## config.mk

```make
export PLATFORM = sky130hd
export DESIGN_NAME = timestamp_window_grouper_core
export DESIGN_NICKNAME = d
export VERILOG_FILES = /design/src/hw/rtl/twg_pkg.sv /design/src/hw/rtl/timestamp_window_grouper_core.sv /design/src/hw/rtl/twg_front.sv /design/src/hw/rtl/twg_queue.sv
export SDC_FILE = /design/constraint.sdc
export NUM_CORES = 2
export LEC_CHECK = 0
export BUFFER_PORTS_ARGS = -buffer_cell sky130_fd_sc_hd__buf_4
export CAP_MARGIN = 20
export CORE_UTILIZATION = 56
export CTS_CLUSTER_DIAMETER = 40
export DETAILED_ROUTE_END_ITERATION = 10
export HOLD_SLACK_MARGIN = 0.1
export PLACE_DENSITY = 0.81
export SLEW_MARGIN = 25
export SYNTH_ARGS = -nofsm -noshare
export SYNTH_HDL_FRONTEND = slang
export SYNTH_SLANG_ARGS = --single-unit
```

## constraint.sdc

```tcl
create_clock -name clk -period 11.6 [get_ports clk]
set_clock_uncertainty 0.15 [all_clocks]
set_input_delay 1.16 -clock clk [delete_from_list [all_inputs] [get_ports clk]]
set_output_delay 1.16 -clock clk [all_outputs]
set_load 0.01 [all_outputs]
```

## src/hw/rtl/twg_pkg.sv

```systemverilog
// Shared types and constants for the timestamp window grouper.
`default_nettype none
package twg_pkg;

  localparam int StampW    = 48;
  localparam int SpanW     = 47;
  localparam int IndexW    = 16;
  localparam int CountW    = 17;
  localparam int CfgIdxW   = 2;
  localparam int QueueDepth = 4;
  localparam int QueuePtrW = 2;
  localparam int QueueCntW = 3;

  typedef enum logic [CfgIdxW-1:0] {
    CfgWindowStart = 2'd0,
    CfgWindowStop  = 2'd1,
    CfgGroupSpan   = 2'd2
  } cfg_reg_t;

  localparam logic signed [StampW-1:0] WindowStartReset = 48'sd0;
  localparam logic signed [StampW-1:0] WindowStopReset  = 48'sd86400000;
  localparam logic [SpanW-1:0]         GroupSpanReset   = 47'd3600000;

  typedef struct packed {
    logic [IndexW-1:0]        first_index;
    logic [CountW-1:0]        member_count;
    logic signed [StampW-1:0] group_begin;
    logic signed [StampW-1:0] group_finish;
    logic                     final_group;
  } result_t;

  // Up to two results written into the queue in one cycle, oldest in first.
  typedef struct packed {
    logic [1:0] num;
    result_t    first;
    result_t    second;
  } queue_write_t;

endpackage
`default_nettype wire

```

## src/hw/rtl/timestamp_window_grouper_core.sv

```systemverilog
// Timestamp window grouper: clusters a sorted event list into fixed-span groups.
// Takes one event per clock. The front end compares each event against the
// open group combinationally (one 49-bit subtract and four compares) and
// writes zero, one or two finished groups into a four-entry result queue.
// Input is taken while the queue has room for two results, else full is raised;
// each result is held in the queue and shown on the outputs once at its head.
// Configuration is written through cfg_write/cfg_index/cfg_data; the user must
// write it only while idle, as the block does not enforce this.
`default_nettype none
module timestamp_window_grouper_core #(
  parameter longint unsigned LIST_CAPACITY = 65536
) (
  input  logic                              clk,
  input  logic                              rst,
  input  logic                              push,
  output logic                              full,
  input  logic signed [twg_pkg::StampW-1:0] start_stamp,
  input  logic signed [twg_pkg::StampW-1:0] finish_stamp,
  input  logic                              list_end,
  output logic                              empty,
  input  logic                              pop,
  output logic [twg_pkg::IndexW-1:0]        first_index,
  output logic [twg_pkg::CountW-1:0]        member_count,
  output logic signed [twg_pkg::StampW-1:0] group_begin,
  output logic signed [twg_pkg::StampW-1:0] group_finish,
  output logic                              final_group,
  input  logic                              cfg_write,
  input  logic [twg_pkg::CfgIdxW-1:0]       cfg_index,
  input  logic [twg_pkg::StampW-1:0]        cfg_data
);
  import twg_pkg::*;

  queue_write_t wr;
  logic         room;
  result_t      head;

  twg_front #(
    .LIST_CAPACITY(LIST_CAPACITY)
  ) u_front (
    .clk          (clk),
    .rst          (rst),
    .push         (push),
    .full         (full),
    .start_stamp  (start_stamp),
    .finish_stamp (finish_stamp),
    .list_end     (list_end),
    .cfg_write    (cfg_write),
    .cfg_index    (cfg_index),
    .cfg_data     (cfg_data),
    .room         (room),
    .wr           (wr)
  );

  twg_queue u_queue (
    .clk   (clk),
    .rst   (rst),
    .wr    (wr),
    .room  (room),
    .pop   (pop),
    .empty (empty),
    .head  (head)
  );

  assign first_index  = head.first_index;
  assign member_count = head.member_count;
  assign group_begin  = head.group_begin;
  assign group_finish = head.group_finish;
  assign final_group  = head.final_group;

endmodule
`default_nettype wire

```

## src/hw/rtl/twg_front.sv

```systemverilog
// Front end: takes events, tracks the open group and produces group results.
`default_nettype none
module twg_front #(
  parameter longint unsigned LIST_CAPACITY = 65536
) (
  input  logic                              clk,
  input  logic                              rst,
  input  logic                              push,
  output logic                              full,
  input  logic signed [twg_pkg::StampW-1:0] start_stamp,
  input  logic signed [twg_pkg::StampW-1:0] finish_stamp,
  input  logic                              list_end,
  input  logic                              cfg_write,
  input  logic [twg_pkg::CfgIdxW-1:0]       cfg_index,
  input  logic [twg_pkg::StampW-1:0]        cfg_data,
  input  logic                              room,
  output twg_pkg::queue_write_t             wr
);
  import twg_pkg::*;

  localparam int PosW  = $clog2(LIST_CAPACITY);
  localparam int PosW1 = PosW + 1;
  localparam logic [PosW:0]   CapVal  = PosW1'(LIST_CAPACITY);
  localparam logic [PosW-1:0] LastPos = PosW'(LIST_CAPACITY - 1);

  logic signed [StampW-1:0] window_start;
  logic signed [StampW-1:0] window_stop;
  logic [SpanW-1:0]         group_span;

  logic                     open_flag;
  logic                     stopped_flag;
  logic [PosW-1:0]          pos;
  logic [PosW-1:0]          lead_index;
  logic signed [StampW-1:0] lead_stamp;
  logic signed [StampW-1:0] running_finish;

  logic                     open_next;
  logic                     stopped_next;
  logic [PosW-1:0]          lead_next;
  logic signed [StampW-1:0] stamp_next;
  logic signed [StampW-1:0] finish_next;

  logic                     accept;
  logic signed [StampW:0]   start_delta;
  logic                     close_hit;
  logic                     keep_hit;
  logic                     stop_hit;
  logic                     finish_grows;
  logic [PosW:0]            gap;
  logic [PosW:0]            end_cnt;
  logic                     do_close;
  logic                     close_final;
  logic                     end_emit;
  result_t                  close_rec;
  result_t                  end_rec;

  assign full   = !room;
  assign accept = push && !full;

  assign start_delta  = {start_stamp[StampW-1], start_stamp}
                      - {lead_stamp[StampW-1], lead_stamp};
  assign close_hit    = start_delta > $signed({2'b00, group_span});
  assign keep_hit     = start_stamp >= window_start;
  assign stop_hit     = start_stamp >= window_stop;
  assign finish_grows = finish_stamp > running_finish;

  // Distance from the group's first event, modulo the list capacity.
  always_comb begin
    if (pos >= lead_index) begin
      gap = {1'b0, pos} - {1'b0, lead_index};
    end else begin
      gap = {1'b0, pos} + CapVal - {1'b0, lead_index};
    end
  end

  always_comb begin
    open_next    = open_flag;
    stopped_next = stopped_flag;
    lead_next    = lead_index;
    stamp_next   = lead_stamp;
    finish_next  = running_finish;
    do_close     = 1'b0;
    close_final  = 1'b0;
    if (!stopped_flag) begin
      if (!open_flag) begin
        if (keep_hit) begin
          open_next   = 1'b1;
          lead_next   = pos;
          stamp_next  = start_stamp;
          finish_next = finish_stamp;
        end
      end else if (close_hit) begin
        do_close    = 1'b1;
        close_final = stop_hit;
        if (stop_hit) begin
          stopped_next = 1'b1;
          open_next    = 1'b0;
        end else begin
          lead_next   = pos;
          stamp_next  = start_stamp;
          finish_next = finish_stamp;
        end
      end else if (finish_grows) begin
        finish_next = finish_stamp;
      end
    end
  end

  assign end_emit = list_end && open_next && !stopped_next;
  // A group just opened by this event holds that event alone.
  assign end_cnt  = (do_close || !open_flag) ? PosW1'(1) : gap + PosW1'(1);

  always_comb begin
    close_rec.first_index  = IndexW'(lead_index);
    close_rec.member_count = CountW'(gap);
    close_rec.group_begin  = lead_stamp;
    close_rec.group_finish = running_finish;
    close_rec.final_group  = close_final;

    end_rec.first_index  = IndexW'(lead_next);
    end_rec.member_count = CountW'(end_cnt);
    end_rec.group_begin  = stamp_next;
    end_rec.group_finish = finish_next;
    end_rec.final_group  = 1'b1;

    wr.num    = accept ? (2'(do_close) + 2'(end_emit)) : 2'd0;
    wr.first  = do_close ? close_rec : end_rec;
    wr.second = end_rec;
  end

  always_ff @(posedge clk) begin
    if (rst) begin
      window_start <= WindowStartReset;
      window_stop  <= WindowStopReset;
      group_span   <= GroupSpanReset;
      open_flag    <= 1'b0;
      stopped_flag <= 1'b0;
      pos          <= '0;
    end else begin
      if (cfg_write) begin
        case (cfg_reg_t'(cfg_index))
          CfgWindowStart: window_start <= cfg_data;
          CfgWindowStop:  window_stop  <= cfg_data;
          CfgGroupSpan:   group_span   <= cfg_data[SpanW-1:0];
          default: ;
        endcase
      end
      if (accept) begin
        if (list_end) begin
          open_flag    <= 1'b0;
          stopped_flag <= 1'b0;
          pos          <= '0;
        end else begin
          open_flag    <= open_next;
          stopped_flag <= stopped_next;
          pos          <= (pos == LastPos) ? '0 : pos + 1'b1;
        end
      end
    end
  end

  always_ff @(posedge clk) begin
    if (accept) begin
      lead_index     <= lead_next;
      lead_stamp     <= stamp_next;
      running_finish <= finish_next;
    end
  end

`ifndef SYNTHESIS
  a_flags_exclusive: assert property (@(posedge clk) disable iff (rst)
    !(open_flag && stopped_flag))
    else $error("group open while list is stopped");

  a_list_end_idle: assert property (@(posedge clk) disable iff (rst)
    accept && list_end |=> !open_flag && !stopped_flag && (pos == '0))
    else $error("front not idle after list end");
`endif

endmodule
`default_nettype wire

```

## src/hw/rtl/twg_queue.sv

```systemverilog
// Result queue: holds finished groups until the consumer pops them.
`default_nettype none
module twg_queue (
  input  logic                  clk,
  input  logic                  rst,
  input  twg_pkg::queue_write_t wr,
  output logic                  room,
  input  logic                  pop,
  output logic                  empty,
  output twg_pkg::result_t      head
);
  import twg_pkg::*;

  result_t                slots [QueueDepth];
  logic [QueuePtrW-1:0]   wptr;
  logic [QueuePtrW-1:0]   rptr;
  logic [QueueCntW-1:0]   count;
  logic                   do_pop;

  assign empty  = (count == '0);
  assign do_pop = pop && !empty;
  // Keep room for the two results one event can produce.
  assign room   = count <= QueueCntW'(QueueDepth - 2);
  assign head   = slots[rptr];

  always_ff @(posedge clk) begin
    if (rst) begin
      wptr  <= '0;
      rptr  <= '0;
      count <= '0;
    end else begin
      wptr  <= wptr + QueuePtrW'(wr.num);
      rptr  <= rptr + QueuePtrW'(do_pop);
      count <= count + QueueCntW'(wr.num) - QueueCntW'(do_pop);
    end
  end

  always_ff @(posedge clk) begin
    if (wr.num != 2'd0) begin
      slots[wptr] <= wr.first;
    end
    if (wr.num == 2'd2) begin
      slots[wptr + QueuePtrW'(1)] <= wr.second;
    end
  end

`ifndef SYNTHESIS
  a_count_bound: assert property (@(posedge clk) disable iff (rst)
    count <= QueueCntW'(QueueDepth))
    else $error("result queue overflow");

  a_write_has_room: assert property (@(posedge clk) disable iff (rst)
    wr.num != 2'd0 |-> count <= QueueCntW'(QueueDepth - 2) && wr.num != 2'd3)
    else $error("results written without room");
`endif

endmodule
`default_nettype wire
```

==> flow_summary.toml <==
[run_status]
status = "finished with violations"
violations = "design-rule violations"

[synth]
syn_nets = 4489
syn_area_sq_um = 45800
synth_area_leader_cell = "edfxtp_1"
synthAdderAreaFrac = 0.0731
yosysTopAreaCellShare = 0.411
synth-xor-area-share = 0.0145
synth_edf_count = 628
synth_most_common_cell = "edfxtp_1"
synth_common_cells = "edfxtp_1 (628), nand2_1 (511), inv_1 (342)"
synth_seq_cells = 800
synth_top_family_by_area = "compound AO/OA/AOI/OAI gates"
synth_warnings = 0
synth-compound-area-share = 0.193
syn_area_per_cell_sq_um = 11.3
synthSimpleGateAreaFrac = 0.0980
synth_seq_area_share = 0.487
synthMuxAreaShare = 0.0813
synth_cell_type_count = 99
synth_area_leaders = "edfxtp_1 (41%), dfxtp_1 (7.5%), ha_1 (7.2%), mux4_2 (6.4%), nand2_1 (4.2%)"
synth_flop_cell = "edfxtp_1"
synthCells = 4071
ys_async_sr_fraction = 0

[route]
drc_errors = 18
num_vias = 36200
ant_nets = 0
via_per_inst = 6.68
drtIter0Drc = 4077
post_drt_wl_per_cell_microns = 24.6
firstDrtPassIters = 10
wl_microns = 133000

[min_path]
worstHoldPathType = "reg -> reg"

[place]
port_buffers = 283
dp_hpwl_microns = 85100
gp_routability_congestion = 0.937

[global_routing]
grt_pass1_vias = 35100
grt_max_degree = 125
grt_pass1_wl_microns = 202000
grt_use_total = 0.314
grt_antenna_before_repair = 4
overflow = 0

[critical_path]
cp_top_family = "compound AO/OA/AOI/OAI gates"
crit_buf_inv = 4
critPathCaptureType = "flop"
worstPathRequired_ps = 11980
cp_slowest_cell = "nor4_1"
startpoint_type = "primary input"
crit_path_max_incr_delay_ps = 830
crit_arrival_ps = 10420
critPathMaxFanout = 124
critical_path_class = "in -> reg"

[clock_tree]
postCtsSetupRepairBufs = 0
holdBufCountCts = 0
cts_num_sinks = 800
cts_buffers = 112
root_buffer = "clkbuf_16"
cts.repair.resized = 0
insertion_delay_ps = 700
path_clk_slew_ps = 60
clockBufferDepth = 3
tritoncts = "done"
ctsHtreeMaxLevel = 3

[timing]
finalSetupTns_ps = 0
drv_slew = 0
slew_headroom = 0.268
hold_violations = 0
max_freq_ghz = 0.0997
setup_viol = 0
period_share = 0.865
rsz0062_at_grt = "false"
post-route-min-period_ps = 10030
tightest_slew_ps = 1100

[floorplan]
start_util = 0.567
io_pins = 284
rows = 104
dieArea_sq_um = 83000
die_x_microns = 288
die_y_microns = 288
floorplan.core_area_sq_um = 80800

[power]
peakVddDrop_mv = 0.140
power.total_mw = 10.5
power_leakage_nw = 18.7
power_density_nw_per_um2 = 200

[run]
cap_violations = 0

[finish]
seq_area_sq_um = 22300
area_delta_synth_final_pct = 14.8
nFillCells = 5873
multi_input_area_sq_um = 21200
final_util = 0.651
drive_gt1_frac = 0.189
nets = 4676
## worst reg2reg max path: cells and delay by family (launching register included)
family | cells | cell delay (ps)
simple gates | 4 | 1680
flops | 1 | 510
fa+ha+maj | 3 | 1160
xor+xnor | 1 | 150
compound gates | 16 | 4360
buf+inv | 4 | 1780
## layout by cell type, fill, tap and decap left out, types with 17 or more instances in the layout
| master | n |
|---|---|
| o221ai_2 | 40 |
| nand4_1 | 58 |
| xor2_1 | 30 |
| nor2_1 | 113 |
| nand2_1 | 511 |
| a32o_1 | 133 |
| inv_1 | 341 |
| ha_1 | 263 |
| a211o_1 | 17 |
| o22ai_1 | 25 |
| clkbuf_16 | 113 |
| a211oi_1 | 30 |
| a21o_1 | 30 |
| mux2_2 | 60 |
| buf_4 | 327 |
| a21oi_1 | 248 |
| o21ai_0 | 98 |
| edfxtp_1 | 628 |
| o211ai_1 | 21 |
| mux4_2 | 130 |
| and3_1 | 21 |
| nor3_1 | 50 |
| xnor2_1 | 46 |
| a22o_1 | 210 |
| o21ai_1 | 36 |
| o21a_1 | 29 |
| nand3_1 | 104 |
| o2bb2ai_1 | 66 |
| dfxtp_1 | 170 |
## through the flow
step / area, sq um / setup WS, ps / hold WS, ps / instances
6_report: 52600 / 1570 / 302 / 5416
5_1_grt: 52600 / 1080 / 320 / 5416
4_1_cts: 52600 / 1880 / 303 / 5413
3_5_place_dp: 48800 / 1200 / 296 / 5203
3_3_place_gp: 48700 / 1500 / 292 / 5200
2_1_floorplan: 45900 / 1200 / 286 / 4071
## per-layer routing
metal  routed length [microns]  vias up  track usage
met3                     13600      371       0.0550
met1                     50400    17500        0.412
li1                          -    16000            -
met4                      6270        4        0.159
met5                        28        -            0
met2                     62900     2280        0.503
## layout make-up
cell class / count / area share
timing repair buffer: 335 / 0.0501
clock buffer: 133 / 0.0559
sequential: 800 / 0.424
inverter: 345 / 0.0251
multi-input combinational: 2664 / 0.404
antenna: 2 / 0.0000951
clock inverter: 77 / 0.0159
tap: 1060 / 0.0252
## path summary, 6_finish.rpt
path / from / endpoint / slack, ps / cells after the start
worst min-delay path: u_front.window_stop[44] / u_front.window_stop[44] / 300 / 2
worst min register to register: u_front.window_stop[44] / u_front.window_stop[44] / 300 / 2
worst max register to register: u_front.lead_stamp[18] / u_queue.slots[1][82] / 1640 / 28
worst max-delay path: start_stamp[18] / u_queue.slots[1][82] / 1570 / 28
## sequential cells by signal (all words and copies together), names as in the netlist, 16 cells and up
signal / cells
u_front.pos: 16
u_front.group_span: 47
u_queue.slots: 520
u_front.lead_stamp: 48
u_front.running_finish: 48
u_front.lead_index: 16
u_front.window_stop: 48
u_front.window_start: 48
## logic make-up after synthesis
| family | after synthesis |
|---|---|
| fa+ha+maj | 266 |
| flops | 800 |
| simple gates | 980 |
| compound gates | 1140 |
| mux | 202 |
| buf+inv | 607 |
| xor+xnor | 76 |
## power by group
| part | switching, mW | leakage (nW) | internal, mW | total (mW) |
|---|---|---|---|---|
| Sequential | 0.285 | 6.94 | 3.44 | 3.73 |
| Combinational | 2.02 | 9.93 | 1.33 | 3.35 |
| Clock | 1.36 | 1.84 | 2.08 | 3.44 |
| Total | 3.66 | 18.7 | 6.85 | 10.5 |
Power figures use the tool's default switching activity.
